==> src/sv/dbd_pkg.sv <==
// dbd_pkg: shared types, constants and codes for the dribbler ball detector
// depends on nothing; used by dbd_speed_ring and dribbler_ball_detector
`timescale 1ns / 1ps
`default_nettype none

package dbd_pkg;

  // ring depths and the delayed tap (depths are powers of two)
  localparam int AVG_DEPTH = 16;
  localparam int CMD_DEPTH = 8;
  localparam int DELAY_TAP = 4;
  localparam int PWM_FULL  = 10000;

  localparam int AVG_LOG2 = $clog2(AVG_DEPTH);
  localparam int CMD_LOG2 = $clog2(CMD_DEPTH);

  // shift-line index of the delayed entry: newest entry sits at index 0
  localparam int DELAY_IDX = ((DELAY_TAP % AVG_DEPTH) + AVG_DEPTH - 1) % AVG_DEPTH;

  // field widths
  localparam int SPEED_W   = 24;
  localparam int SCALE_W   = 16;
  localparam int CMD_W     = 15;
  localparam int DUTY_W    = 14;
  localparam int PWM_W     = 16;
  localparam int SPD_SUM_W = SPEED_W + AVG_LOG2;
  localparam int CMD_SUM_W = CMD_W + CMD_LOG2;
  localparam int CFG_W     = 24;

  // Q2.14 full scale and duty ceiling
  localparam logic [CMD_W-1:0]  CMD_FULL = CMD_W'(16384);
  localparam logic [DUTY_W-1:0] DUTY_MAX = {DUTY_W{1'b1}};
  localparam logic [PWM_W-1:0]  PWM_FULL_V = PWM_W'(PWM_FULL);

  // register reset values
  localparam logic [SCALE_W-1:0] SCALE_RST  = SCALE_W'(256);
  localparam logic [SPEED_W-1:0] MIN_RST    = SPEED_W'(2560);
  localparam logic [SPEED_W-1:0] MARGIN_RST = SPEED_W'(1280);
  localparam logic [CMD_W-1:0]   OFF_RST    = CMD_W'(819);

  // item kinds
  typedef enum logic {
    CMD_SET_SPEED  = 1'b0,
    CMD_ENC_SAMPLE = 1'b1
  } cmd_kind_t;

  // configuration register indexes
  typedef enum logic [1:0] {
    CFG_SPEED_SCALE = 2'd0,
    CFG_MIN_SPEED   = 2'd1,
    CFG_MARGIN      = 2'd2,
    CFG_OFF_LEVEL   = 2'd3
  } cfg_idx_t;

  typedef struct packed {
    cmd_kind_t          command;
    logic signed [15:0] command_speed;
    logic signed [15:0] encoder_count;
  } in_t;

  typedef struct packed {
    logic [DUTY_W-1:0]  pwm_duty;
    logic [SPEED_W-1:0] measured_speed;
    logic [SPEED_W-1:0] filtered_speed;
    logic [SPEED_W-1:0] speed_before_ball;
    logic               has_ball;
  } out_t;

  // what the speed ring reports for a pushed sample
  typedef struct packed {
    logic [SPEED_W-1:0] avg;
    logic [SPEED_W-1:0] delayed;
  } ring_stat_t;

endpackage

`default_nettype wire

==> src/sv/dribbler_ball_detector.sv <==
// a request is captured in the input register when accepted and its result is
//   written to the result register (out_data) once the input stage advances
// throughput: one request per cycle while the result is not blocked; input register
//   and result register form a two-stage pipeline, and the update is single-pass
// reset (rst_n, synchronous, active low): rings, sums, detector state and
//   handshake valids cleared, registers back to their defaults
// depends on dbd_pkg and dbd_speed_ring
`timescale 1ns / 1ps
`default_nettype none

module dribbler_ball_detector (
  input  wire logic                      clk,
  input  wire logic                      rst_n,
  input  wire logic                      in_valid,
  output logic                           in_ready,
  input  wire dbd_pkg::in_t              in_data,
  output logic                           out_valid,
  input  wire logic                      out_ready,
  output dbd_pkg::out_t                  out_data,
  input  wire logic                      cfg_we,
  input  wire logic [1:0]                cfg_index,
  input  wire logic [dbd_pkg::CFG_W-1:0] cfg_wdata
);

  // configuration registers
  logic [dbd_pkg::SCALE_W-1:0] scale_r;
  logic [dbd_pkg::SPEED_W-1:0] min_r;
  logic [dbd_pkg::SPEED_W-1:0] margin_r;
  logic [dbd_pkg::CMD_W-1:0]   off_r;

  // pipeline registers
  dbd_pkg::in_t  in_r;
  logic          in_vld_r;
  dbd_pkg::out_t out_r;
  logic          out_vld_r;
  logic          advance;

  // detector state
  logic [dbd_pkg::CMD_W-1:0]     cmd_hist_r [dbd_pkg::CMD_DEPTH];
  logic [dbd_pkg::CMD_SUM_W-1:0] cmd_sum_r, cmd_sum_nxt;
  logic [dbd_pkg::SPEED_W-1:0]   speed_r, speed_nxt;
  logic [dbd_pkg::SPEED_W-1:0]   avg_r, avg_nxt;
  logic [dbd_pkg::SPEED_W-1:0]   rec_r, rec_nxt;
  logic                          ball_r, ball_nxt;
  logic [dbd_pkg::DUTY_W-1:0]    duty_r, duty_nxt;

  // datapath intermediates
  logic                          is_enc;
  logic [dbd_pkg::CMD_W-1:0]     cmd_clamp;
  logic [dbd_pkg::CMD_W+dbd_pkg::PWM_W-1:0] duty_prod;
  logic [dbd_pkg::CMD_W+dbd_pkg::PWM_W-15:0] duty_full;
  logic [16:0]                   enc_mag;
  logic [32:0]                   speed_prod;
  logic [dbd_pkg::SPEED_W-1:0]   speed_new;
  dbd_pkg::ring_stat_t           ring_stat;
  logic [dbd_pkg::SPEED_W:0]     now_marg;
  logic                          reducing, increasing, take, ball_mid, recovered, cmd_off;
  logic [dbd_pkg::SPEED_W-1:0]   rec_new;
  logic                          ball_new;

  // handshake: input stage moves on when the result register can take it
  assign advance   = in_vld_r && (!out_vld_r || out_ready);
  assign in_ready  = !in_vld_r || advance;
  assign out_valid = out_vld_r;
  assign out_data  = out_r;
  assign is_enc    = (in_r.command == dbd_pkg::CMD_ENC_SAMPLE);

  // configuration writes
  always_ff @(posedge clk) begin
    if (!rst_n) begin
      scale_r  <= dbd_pkg::SCALE_RST;
      min_r    <= dbd_pkg::MIN_RST;
      margin_r <= dbd_pkg::MARGIN_RST;
      off_r    <= dbd_pkg::OFF_RST;
    end else if (cfg_we) begin
      case (dbd_pkg::cfg_idx_t'(cfg_index))
        dbd_pkg::CFG_SPEED_SCALE: scale_r  <= cfg_wdata[dbd_pkg::SCALE_W-1:0];
        dbd_pkg::CFG_MIN_SPEED:   min_r    <= cfg_wdata[dbd_pkg::SPEED_W-1:0];
        dbd_pkg::CFG_MARGIN:      margin_r <= cfg_wdata[dbd_pkg::SPEED_W-1:0];
        dbd_pkg::CFG_OFF_LEVEL:   off_r    <= cfg_wdata[dbd_pkg::CMD_W-1:0];
        default: ;
      endcase
    end
  end

  // input register
  always_ff @(posedge clk) begin
    if (!rst_n) begin
      in_vld_r <= 1'b0;
    end else if (in_ready) begin
      in_vld_r <= in_valid;
    end
  end

  always_ff @(posedge clk) begin
    if (in_valid && in_ready) begin
      in_r <= in_data;
    end
  end

  // command path: clamp, running sum, duty
  always_comb begin
    if (in_r.command_speed[15]) begin
      cmd_clamp = '0;
    end else if (in_r.command_speed[14:0] > dbd_pkg::CMD_FULL) begin
      cmd_clamp = dbd_pkg::CMD_FULL;
    end else begin
      cmd_clamp = in_r.command_speed[14:0];
    end
    cmd_sum_nxt = cmd_sum_r
                - {{dbd_pkg::CMD_LOG2{1'b0}}, cmd_hist_r[dbd_pkg::CMD_DEPTH-1]}
                + {{dbd_pkg::CMD_LOG2{1'b0}}, cmd_clamp};
    duty_prod = {{dbd_pkg::PWM_W{1'b0}}, cmd_clamp} * {{dbd_pkg::CMD_W{1'b0}},
                dbd_pkg::PWM_FULL_V};
    duty_full = duty_prod[dbd_pkg::CMD_W+dbd_pkg::PWM_W-1:14];
    if (duty_full > {{(dbd_pkg::CMD_W+dbd_pkg::PWM_W-14-dbd_pkg::DUTY_W){1'b0}},
                     dbd_pkg::DUTY_MAX}) begin
      duty_nxt = dbd_pkg::DUTY_MAX;
    end else begin
      duty_nxt = duty_full[dbd_pkg::DUTY_W-1:0];
    end
  end

  // encoder path: absolute count times scale
  always_comb begin
    if (in_r.encoder_count[15]) begin
      enc_mag = 17'd0 - {in_r.encoder_count[15], in_r.encoder_count};
    end else begin
      enc_mag = {1'b0, in_r.encoder_count};
    end
    speed_prod = {16'd0, enc_mag} * {17'd0, scale_r};
    speed_new  = speed_prod[8 +: dbd_pkg::SPEED_W];
  end

  dbd_speed_ring u_ring (
    .clk      (clk),
    .rst_n    (rst_n),
    .push     (advance && is_enc),
    .speed_in (speed_new),
    .stat     (ring_stat)
  );

  // hysteretic ball detection on the new average
  always_comb begin
    now_marg   = {1'b0, ring_stat.avg} + {1'b0, margin_r};
    reducing   = now_marg < {1'b0, avg_r};
    increasing = ring_stat.avg > avg_r;
    if (!ball_r && ring_stat.delayed > min_r) begin
      rec_new = ring_stat.delayed;
    end else begin
      rec_new = rec_r;
    end
    take      = reducing && (ring_stat.avg > min_r) && (cmd_sum_r != '0);
    ball_mid  = ball_r || take;
    recovered = increasing && (now_marg > {1'b0, rec_new});
    cmd_off   = cmd_sum_r < {off_r, {dbd_pkg::CMD_LOG2{1'b0}}};
    ball_new  = ball_mid && !(recovered || cmd_off);
  end

  // next state by item kind
  always_comb begin
    if (is_enc) begin
      speed_nxt = speed_new;
      avg_nxt   = ring_stat.avg;
      rec_nxt   = rec_new;
      ball_nxt  = ball_new;
    end else begin
      speed_nxt = speed_r;
      avg_nxt   = avg_r;
      rec_nxt   = rec_r;
      ball_nxt  = ball_r;
    end
  end

  // state registers
  always_ff @(posedge clk) begin
    if (!rst_n) begin
      cmd_sum_r <= '0;
      speed_r   <= '0;
      avg_r     <= '0;
      rec_r     <= '0;
      ball_r    <= 1'b0;
      duty_r    <= '0;
      for (int i = 0; i < dbd_pkg::CMD_DEPTH; i++) cmd_hist_r[i] <= '0;
    end else if (advance) begin
      speed_r <= speed_nxt;
      avg_r   <= avg_nxt;
      rec_r   <= rec_nxt;
      ball_r  <= ball_nxt;
      if (!is_enc) begin
        cmd_sum_r     <= cmd_sum_nxt;
        duty_r        <= duty_nxt;
        cmd_hist_r[0] <= cmd_clamp;
        for (int i = 1; i < dbd_pkg::CMD_DEPTH; i++) cmd_hist_r[i] <= cmd_hist_r[i-1];
      end
    end
  end

  // result register
  always_ff @(posedge clk) begin
    if (!rst_n) begin
      out_vld_r <= 1'b0;
    end else if (advance) begin
      out_vld_r <= 1'b1;
    end else if (out_ready) begin
      out_vld_r <= 1'b0;
    end
  end

  always_ff @(posedge clk) begin
    if (advance) begin
      out_r.pwm_duty          <= is_enc ? duty_r : duty_nxt;
      out_r.measured_speed    <= speed_nxt;
      out_r.filtered_speed    <= avg_nxt;
      out_r.speed_before_ball <= rec_nxt;
      out_r.has_ball          <= ball_nxt;
    end
  end

  // a command request never moves the detector
  a_cmd_keeps_ball: assert property (@(posedge clk) disable iff (!rst_n)
    advance && !is_enc |=> ball_r == $past(ball_r) && rec_r == $past(rec_r))
    else $error("command request changed detector state");

  // recovery level is frozen while a ball is held
  a_rec_frozen: assert property (@(posedge clk) disable iff (!rst_n)
    advance && ball_r |=> rec_r == $past(rec_r))
    else $error("recovery level moved with ball held");

  // input stage only stalls behind a blocked result
  a_stall_cause: assert property (@(posedge clk) disable iff (!rst_n)
    !in_ready |-> in_vld_r && out_vld_r && !out_ready)
    else $error("input stalled without a blocked result");

  // command sum never exceeds a full ring of full-scale commands
  a_cmd_sum_bound: assert property (@(posedge clk) disable iff (!rst_n)
    cmd_sum_r <= dbd_pkg::CMD_SUM_W'(dbd_pkg::CMD_DEPTH * 16384))
    else $error("command sum out of range");

  // duty stays within full scale
  a_duty_range: assert property (@(posedge clk) disable iff (!rst_n)
    out_vld_r |-> out_r.pwm_duty <= dbd_pkg::DUTY_W'(dbd_pkg::PWM_FULL))
    else $error("duty above full scale");

endmodule

`default_nettype wire

==> src/sv/dbd_speed_ring.sv <==
// dbd_speed_ring: moving-average speed history as a shift line with running sum
// depends on dbd_pkg
`timescale 1ns / 1ps
`default_nettype none

module dbd_speed_ring (
  input  wire logic                        clk,
  input  wire logic                        rst_n,
  input  wire logic                        push,
  input  wire logic [dbd_pkg::SPEED_W-1:0] speed_in,
  output dbd_pkg::ring_stat_t              stat
);

  logic [dbd_pkg::SPEED_W-1:0]   hist_r [dbd_pkg::AVG_DEPTH];
  logic [dbd_pkg::SPD_SUM_W-1:0] sum_r;
  logic [dbd_pkg::SPD_SUM_W-1:0] sum_nxt;

  // running sum: oldest entry leaves, new sample enters
  always_comb begin
    sum_nxt = sum_r
            - {{dbd_pkg::AVG_LOG2{1'b0}}, hist_r[dbd_pkg::AVG_DEPTH-1]}
            + {{dbd_pkg::AVG_LOG2{1'b0}}, speed_in};
  end

  assign stat.avg = sum_nxt[dbd_pkg::SPD_SUM_W-1:dbd_pkg::AVG_LOG2];

  // delayed entry as seen after the push
  generate
    if (dbd_pkg::DELAY_IDX == 0) begin : g_tap_new
      assign stat.delayed = speed_in;
    end else begin : g_tap_old
      assign stat.delayed = hist_r[dbd_pkg::DELAY_IDX-1];
    end
  endgenerate

  // shift line and sum register
  always_ff @(posedge clk) begin
    if (!rst_n) begin
      sum_r <= '0;
      for (int i = 0; i < dbd_pkg::AVG_DEPTH; i++) hist_r[i] <= '0;
    end else if (push) begin
      sum_r     <= sum_nxt;
      hist_r[0] <= speed_in;
      for (int i = 1; i < dbd_pkg::AVG_DEPTH; i++) hist_r[i] <= hist_r[i-1];
    end
  end

endmodule

`default_nettype wire
==> config.mk <==
export PLATFORM = sky130hd
export DESIGN_NAME = dribbler_ball_detector
export DESIGN_NICKNAME = d
export VERILOG_FILES = /design/src/sv/dbd_pkg.sv /design/src/sv/dribbler_ball_detector.sv /design/src/sv/dbd_speed_ring.sv
export SDC_FILE = /design/constraint.sdc
export NUM_CORES = 2
export LEC_CHECK = 0
export BUFFER_PORTS_ARGS = -buffer_cell sky130_fd_sc_hd__buf_2
export CORE_UTILIZATION = 35
export CTS_BUF_LIST = sky130_fd_sc_hd__clkbuf_16
export CTS_CLUSTER_DIAMETER = 30
export DETAILED_ROUTE_END_ITERATION = 7
export REMOVE_ABC_BUFFERS = 1
export SLEW_MARGIN = 25
export SYNTH_ARGS = -nofsm -noshare
export SYNTH_HDL_FRONTEND = slang
export SYNTH_HIERARCHICAL = 1
export SYNTH_SLANG_ARGS = --single-unit
==> constraint.sdc <==
create_clock -name clk -period 19.1 [get_ports clk]
set_input_delay 1.91 -clock clk [delete_from_list [all_inputs] [get_ports clk]]
set_output_delay 1.91 -clock clk [all_outputs]
set_load 0.01 [all_outputs]
* Word-level counts from Yosys, hierarchy flattened
Memories as Yosys holds them, arrays and structs flattened.
Index checks and enable logic that the tools add are counted.
** Cells by class
- Multipliers :: 2
- Eq/ne operators :: 3
- Bitwise gates (word level) :: 25
- Reduce and logical (&&, ||, !) cells :: 24
- $add $sub $neg :: 6
- Muxes and demuxes :: 44
- $lt $le $gt $ge :: 8
** Operators by type and width (count)
- two-way mux 24 bit :: 20
- two-way mux 15 bit :: 10
- greater-than comparator 24 bit :: 3
- multiplier 17 x 16 -> 32 bit :: 1
- adder 28 x 24 -> 28 bit :: 1
- two-way mux 14 bit :: 2
- subtractor 28 x 24 -> 28 bit :: 1
- adder 24 x 24 -> 25 bit :: 1
- greater-than comparator 25 x 24 -> 1 bit :: 1
- less-than comparator 25 x 24 -> 1 bit :: 1
- multiplier 15 x 10 -> 25 bit (second input constant) :: 1
- bitwise OR 1 bit :: 24
- adder 18 x 15 -> 18 bit :: 1
- less-than comparator 18 bit :: 1
- nonzero test 18 bit :: 1
- subtractor 18 x 15 -> 18 bit :: 1
- two-way mux 17 bit :: 1
- subtractor 1 x 16 -> 17 bit (first input constant) :: 1
- greater-than comparator 15 x 14 -> 1 bit (second input constant) :: 1
- greater-than comparator 15 bit (second input constant) :: 1
- two-way mux 1 bit :: 11
- AND reduction 2 bit :: 5
- logical AND 1 bit :: 8
- == test 2 bit (second input constant) :: 2
- other kinds (6) :: 12
** Storage, ports and cells
- Memory bits (writable) :: 504
- Flip-flop bits (word level) :: 334
- Logic and storage cells :: 135
- Input bits :: 64
- Memories kept :: 2
- Output and inout port bits :: 89
** Memory list
- u_ring.hist_r :: words 16, bits a word 24, read ports 16, clocked after memory_dff 0, write ports 16, line dbd_speed_ring.sv:14 : logic [dbd_pkg::SPEED_W-1:0] hist_r [dbd_pkg::AVG_DEPTH];
- cmd_hist_r :: words 8, bits a word 15, read ports 8, clocked after memory_dff 0, write ports 8, line dribbler_ball_detector.sv:39 : logic [dbd_pkg::CMD_W-1:0] cmd_hist_r [dbd_pkg::CMD_DEPTH];

* Longest topological paths before layout
- Word-level depth :: 11
- Gate-level depth with buffers :: 59

* Cells and area by module
The synthesis kept the hierarchy.
** Modules (own cells, without submodules)
- dribbler_ball_detector :: instances 1, cells each 3275, sequential area each 10930.5 µm², area an instance 32179.6 µm²
- dbd_speed_ring :: instances 1, cells each 1318, sequential area each 12091.6 µm², area an instance 17837.1 µm²

* Worst setup path before layout
No wires, ideal clock.
- Kind :: register -> register
- Start point :: register in_r[0] in the netlist's numbering
- End point :: register out_r (netlist bit out_data[0]) (data pin)
- Data required time :: 18.954 ns
- Cell stages (with the launch flop) :: 53
- Buffers on the path :: 3
- Arrival :: 12.491 ns
- Setup time :: 0.146 ns
- Path slack :: 6.463 ns
- Path through :: edfxtp_1 > or4_1 > or3_1 > o31ai_1 > xnor2_1 > clkbuf_1 > nand2_1 > fa_1 > fa_1 > fa_1 > inv_1 > fa_1 > fa_1 > inv_1 > fa_1 > inv_1 > ha_1 > nand4_1 > [17 not listed] > ha_1 > nand2_1 > nor3_1 > a211oi_1 > a211oi_1 > a211oi_1 > o21bai_1 > a21oi_1 > o21bai_1 > xor2_1 > ha_1 > a2111oi_0 > o311ai_0 > a311oi_1 > a211oi_1 > a311oi_1 > o21ai_0 > a21oi_1
** On the way
- Longest elaborated chain between the ends :: 11
- Elaborated cells between the ends (all ways) :: 17
- Those cells by class :: 3 x add/sub; 1 x mul; 4 x order compare; 2 x mux; 7 x reduce/logical
** RTL lines
- start, declared :: line dribbler_ball_detector.sv:32 : dbd_pkg::in_t in_r;
- start signal, assigned :: line dribbler_ball_detector.sv:97 : in_r <= in_data;
- subtractor 1 x 16 -> 17 bit :: line dribbler_ball_detector.sv:127 : enc_mag = 17'd0 - {in_r.encoder_count[15], in_r.encoder_count};
- two-way mux 17 bit (*) :: line dribbler_ball_detector.sv:126 : if (in_r.encoder_count[15]) begin
- multiplier 17 x 16 -> 32 bit (*) :: line dribbler_ball_detector.sv:131 : speed_prod = {16'd0, enc_mag} * {17'd0, scale_r};
- net speed_prod[17] :: line dribbler_ball_detector.sv:53 : logic [32:0] speed_prod;
- adder 28 x 24 -> 28 bit (*) :: line dbd_speed_ring.sv:22 : + {{dbd_pkg::AVG_LOG2{1'b0}}, speed_in};
- net u_ring.sum_nxt, one bit :: line dbd_speed_ring.sv:16 : logic [dbd_pkg::SPD_SUM_W-1:0] sum_nxt;
- adder 24 x 24 -> 25 bit :: line dribbler_ball_detector.sv:145 : now_marg = {1'b0, ring_stat.avg} + {1'b0, margin_r};
- less-than comparator 25 x 24 -> 1 bit or greater-than comparator 25 x 24 -> 1 bit (tied branches) :: line dribbler_ball_detector.sv:146, dribbler_ball_detector.sv:155
- logical AND 1 bit (on tied branches) :: line dribbler_ball_detector.sv:153, dribbler_ball_detector.sv:155
- logical AND 1 bit or logical OR 1 bit (tied branches) :: line dribbler_ball_detector.sv:153, dribbler_ball_detector.sv:157
- logical OR 1 bit or zero test 1 bit (tied branches) :: line dribbler_ball_detector.sv:154, dribbler_ball_detector.sv:157
- logical AND 1 bit (*) :: line dribbler_ball_detector.sv:157 : ball_new = ball_mid && !(recovered || cmd_off);
- two-way mux 1 bit (*) :: line dribbler_ball_detector.sv:162 : if (is_enc) begin
- net ball_nxt :: line dribbler_ball_detector.sv:44 : logic ball_r, ball_nxt;
- end, declared :: line dribbler_ball_detector.sv:34 : dbd_pkg::out_t out_r;
Mark *: on every way through the listed nets, which the timed path passes. The rest lies on a longest branch.
A chain may end at the register's enable or synchronous reset.

==> metrics.md <==
| Metric | Value |
|---|---|
| Core Box Area | 0.142 sq mm |
| Worst slew margin | 0.184 |
| Most used flip-flop cell after synthesis | edfxtp_1 |
| GPL Wtd Cong | between 0.9 and 1 |
| CTS H-Tree Depth | 4 |
| Critical path fanouts, max | 18 |
| Final WL | approximately 130000 um |
| CTS tree | done |
| Effective utilization at floorplan | 0.353 |
| Worst-margin pin slew | approximately 1.2 ns |
| Nets | 5452 |
| Drt pass-1 iters | 5 |
| Skew-Pair Late Insertion Delay | 0.85 ns |
| DP HPWL | 92200 um |
| Synth warn | 6 |
| Drt drc | 0 |
| Yosys top cell by area | edfxtp_1 |
| Clock skew | slightly above 0.08 ns |
| Final ANT Viol Nets | 0 |
| RSZ-0062 raised after global routing | no |
| Layout cells sized above 1 | 0.129 |
| Total vias in the final route | between 30000 and 40000 |
| Post-synthesis cell area | 0.0500 sq mm |
| Final hold vios | 0 |
| Largest net degree at the start of global routing | 135 |
| Hold slack | ~0.45 ns |
| Number of buffers created by CTS | approximately 200 |
| Async S/R FF share, synth | 0 |
| Site row count | ~140 |
| Buffer count from post-CTS setup fixing | 0 |
| Share of the synthesized area in the top cell type | 0.375 |
| Worst setup margin | 4.41 ns |
| Die height | between 300 and 400 um |
| GRT overflow | 0 |
| Cells after synthesis | ~4600 |
| Total GRT Usage | 0.182 |
| DP Worst Slack | 4.67 ns |
| Finish-stage setup viols | 0 |
| Die area | around 0.14 sq mm |
| # IOs | roughly 150 |
| Setup crit start kind | register |
| Tcrit/Tclk final | 0.769 |
| Synth cell count leaders | edfxtp_1, inv_1, nand2_1, ha_1, and3_1 |
| I/O Buffers | 152 |
| Die width | approximately 380 um |
| Iter 0 DRT Violations | about 2700 |
| Hold crit path type | register to register |
| Global-route wire length before repair | about 200000 um |
| Crit path DAT | about 15 ns |
| EDFF count, synth | ~620 |
| Post-synthesis register bit count | around 840 |
| Clock Pin Slew Worst Setup and Hold Paths | 0.04 ns |
| R2r setup slk | roughly 4.4 ns |
| Critical path class | register to register |
| CTS max path bufs | 3 |
| Unique cell type count in the Yosys netlist | 84 |
| CP endpoint kind | register |
| Seq/Total Area, Yosys | 0.460 |
| Post-Syn Area per Cell | about 11 sq um |
| CTS sink cnt | 838 |
| Slowest-stage cell, CP | or4_1 |
| Achievable clock frequency | 68.1 MHz |
| Root Driver | clkbuf_16 |
| Vias in the first global route | 34200 |
| Hold buffers post-CTS | 0 |
| Area contributors post-synth | edfxtp_1, fa_1, ha_1 |
| Critical path's most frequent cell | fa_1 |
| Maxcap violations | 0 |
| Final slew viol count | 0 |
| Final min period | roughly 15 ns |
| Top-count cell post-synth | edfxtp_1 |
| Post-CTS Resized | 0 |
| Critical Path RT | about 20 ns |
| WL/cell | about 19 um |
| FILL cells | 13400 |
| CP max stage delay | about 0.66 ns |
| Area Growth Syn to Fin | 19.8% |
| Initial antenna violation count | 15 |
| Outcome | finished, final reports clean |
| Vias/cell | around 5 |
==> worst max-delay path, delay by kind of cell (launching register included) <==
family                   cells  cell delay [ns]
AO/OA/AOI/OAI               20             5.24
XOR/XNOR                     4             1.05
adder cells (fa/ha/maj)     11             5.11
buffers and inverters        6             0.58
flip-flops                   1             0.60
AND/OR/NAND/NOR              9             1.98
==> state kept, by name (all words and copies together) (netlist names) <==
signal,flops
avg_r,24
ball_r,1
cmd_hist_r,120
cmd_sum_r,18
duty_r,14
in_r,32
in_vld_r,1
is_enc,1
margin_r,24
min_r,24
off_r,15
out_data,87
out_valid,1
rec_r,24
scale_r,16
speed_r,24
u_ring/hist_r,384
u_ring/sum_r,28
==> cell usage in the layout, fill, tap and decap left out, types with 17 or more instances in the layout <==
| cell type | n |
|---|---|
| a211oi_1 | 30 |
| a21o_1 | 63 |
| a21oi_1 | 232 |
| and2_1 | 278 |
| and3_1 | 305 |
| buf_2 | 151 |
| buf_4 | 37 |
| bufinv_16 | 34 |
| clkbuf_16 | 203 |
| clkinv_1 | 21 |
| clkinv_2 | 23 |
| clkinv_4 | 17 |
| clkinvlp_4 | 28 |
| dfxtp_1 | 214 |
| edfxtp_1 | 624 |
| fa_1 | 277 |
| ha_1 | 368 |
| inv_1 | 577 |
| inv_6 | 19 |
| mux2_2 | 50 |
| mux2i_1 | 84 |
| nand2_1 | 511 |
| nand2b_1 | 26 |
| nand3_1 | 28 |
| nand4_1 | 44 |
| nor2_1 | 137 |
| nor2b_1 | 33 |
| nor3_1 | 40 |
| o211ai_1 | 19 |
| o21ai_0 | 99 |
| xnor2_1 | 76 |
| xor2_1 | 29 |
==> metal layers <==
| layer | routed length, um | vias up | track usage | part of all wire |
|---|---|---|---|---|
| met5 | 106 | - | 0 | 0.00082 |
| met3 | 7690 | 222 | 0.0397 | 0.059 |
| met4 | 3620 | 16 | 0.0633 | 0.028 |
| met1 | 60500 | 16600 | 0.255 | 0.47 |
| met2 | 57900 | 857 | 0.277 | 0.45 |
| li1 | - | 16000 | - | - |
==> area by class of cell <==
class	instances	area, sq um	share of cell area
diodes	6	15.0	0.000251
flip-flops and latches	838	23000	0.384
well taps	1890	2360	0.0395
clock buffers	203	5080	0.0848
clock inverters	177	2250	0.0376
multi-input cells	2944	23900	0.398
repair buffers	195	1170	0.0196
inverters	563	2130	0.0355
==> path summary, 6_finish.rpt <==
| path | startpoint | to | depth (start not counted) |
|---|---|---|---|
| worst min register to register | speed_r[16]$_SDFFE_PN0P_ | speed_r[16]$_SDFFE_PN0P_ | 2 |
| worst min-delay path | speed_r[16]$_SDFFE_PN0P_ | speed_r[16]$_SDFFE_PN0P_ | 2 |
| worst max register to register | in_r[0]$_DFFE_PP_ | out_data[0]$_DFFE_PP_ | 50 |
| worst max-delay path | in_r[0]$_DFFE_PP_ | out_data[0]$_DFFE_PP_ | 50 |
==> cells by family after synthesis <==
logic type / Yosys count / synth area share
simple gates: 1462 / 0.150
flops: 838 / 0.460
buf+inv: 824 / 0.0658
fa+ha+maj: 645 / 0.203
compound gates: 576 / 0.0728
mux: 135 / 0.0283
xor+xnor: 111 / 0.0197
other cells: 2 / 0.000150
==> per-stage QoR <==
stage               area (sq um)  utilization  cells  setup TNS, ns
finish                     59900        0.423   6816              0
CTS                        59800        0.423   6809              0
detailed placement         52500        0.371   6429              0
global route               59900        0.423   6810              0
global placement           52500        0.370   6427              0
floorplan                  48900            -   4345        -961.02
Power is not shown: default switching activity piles up to over one toggle a cycle in this logic, so the estimate is an artifact.
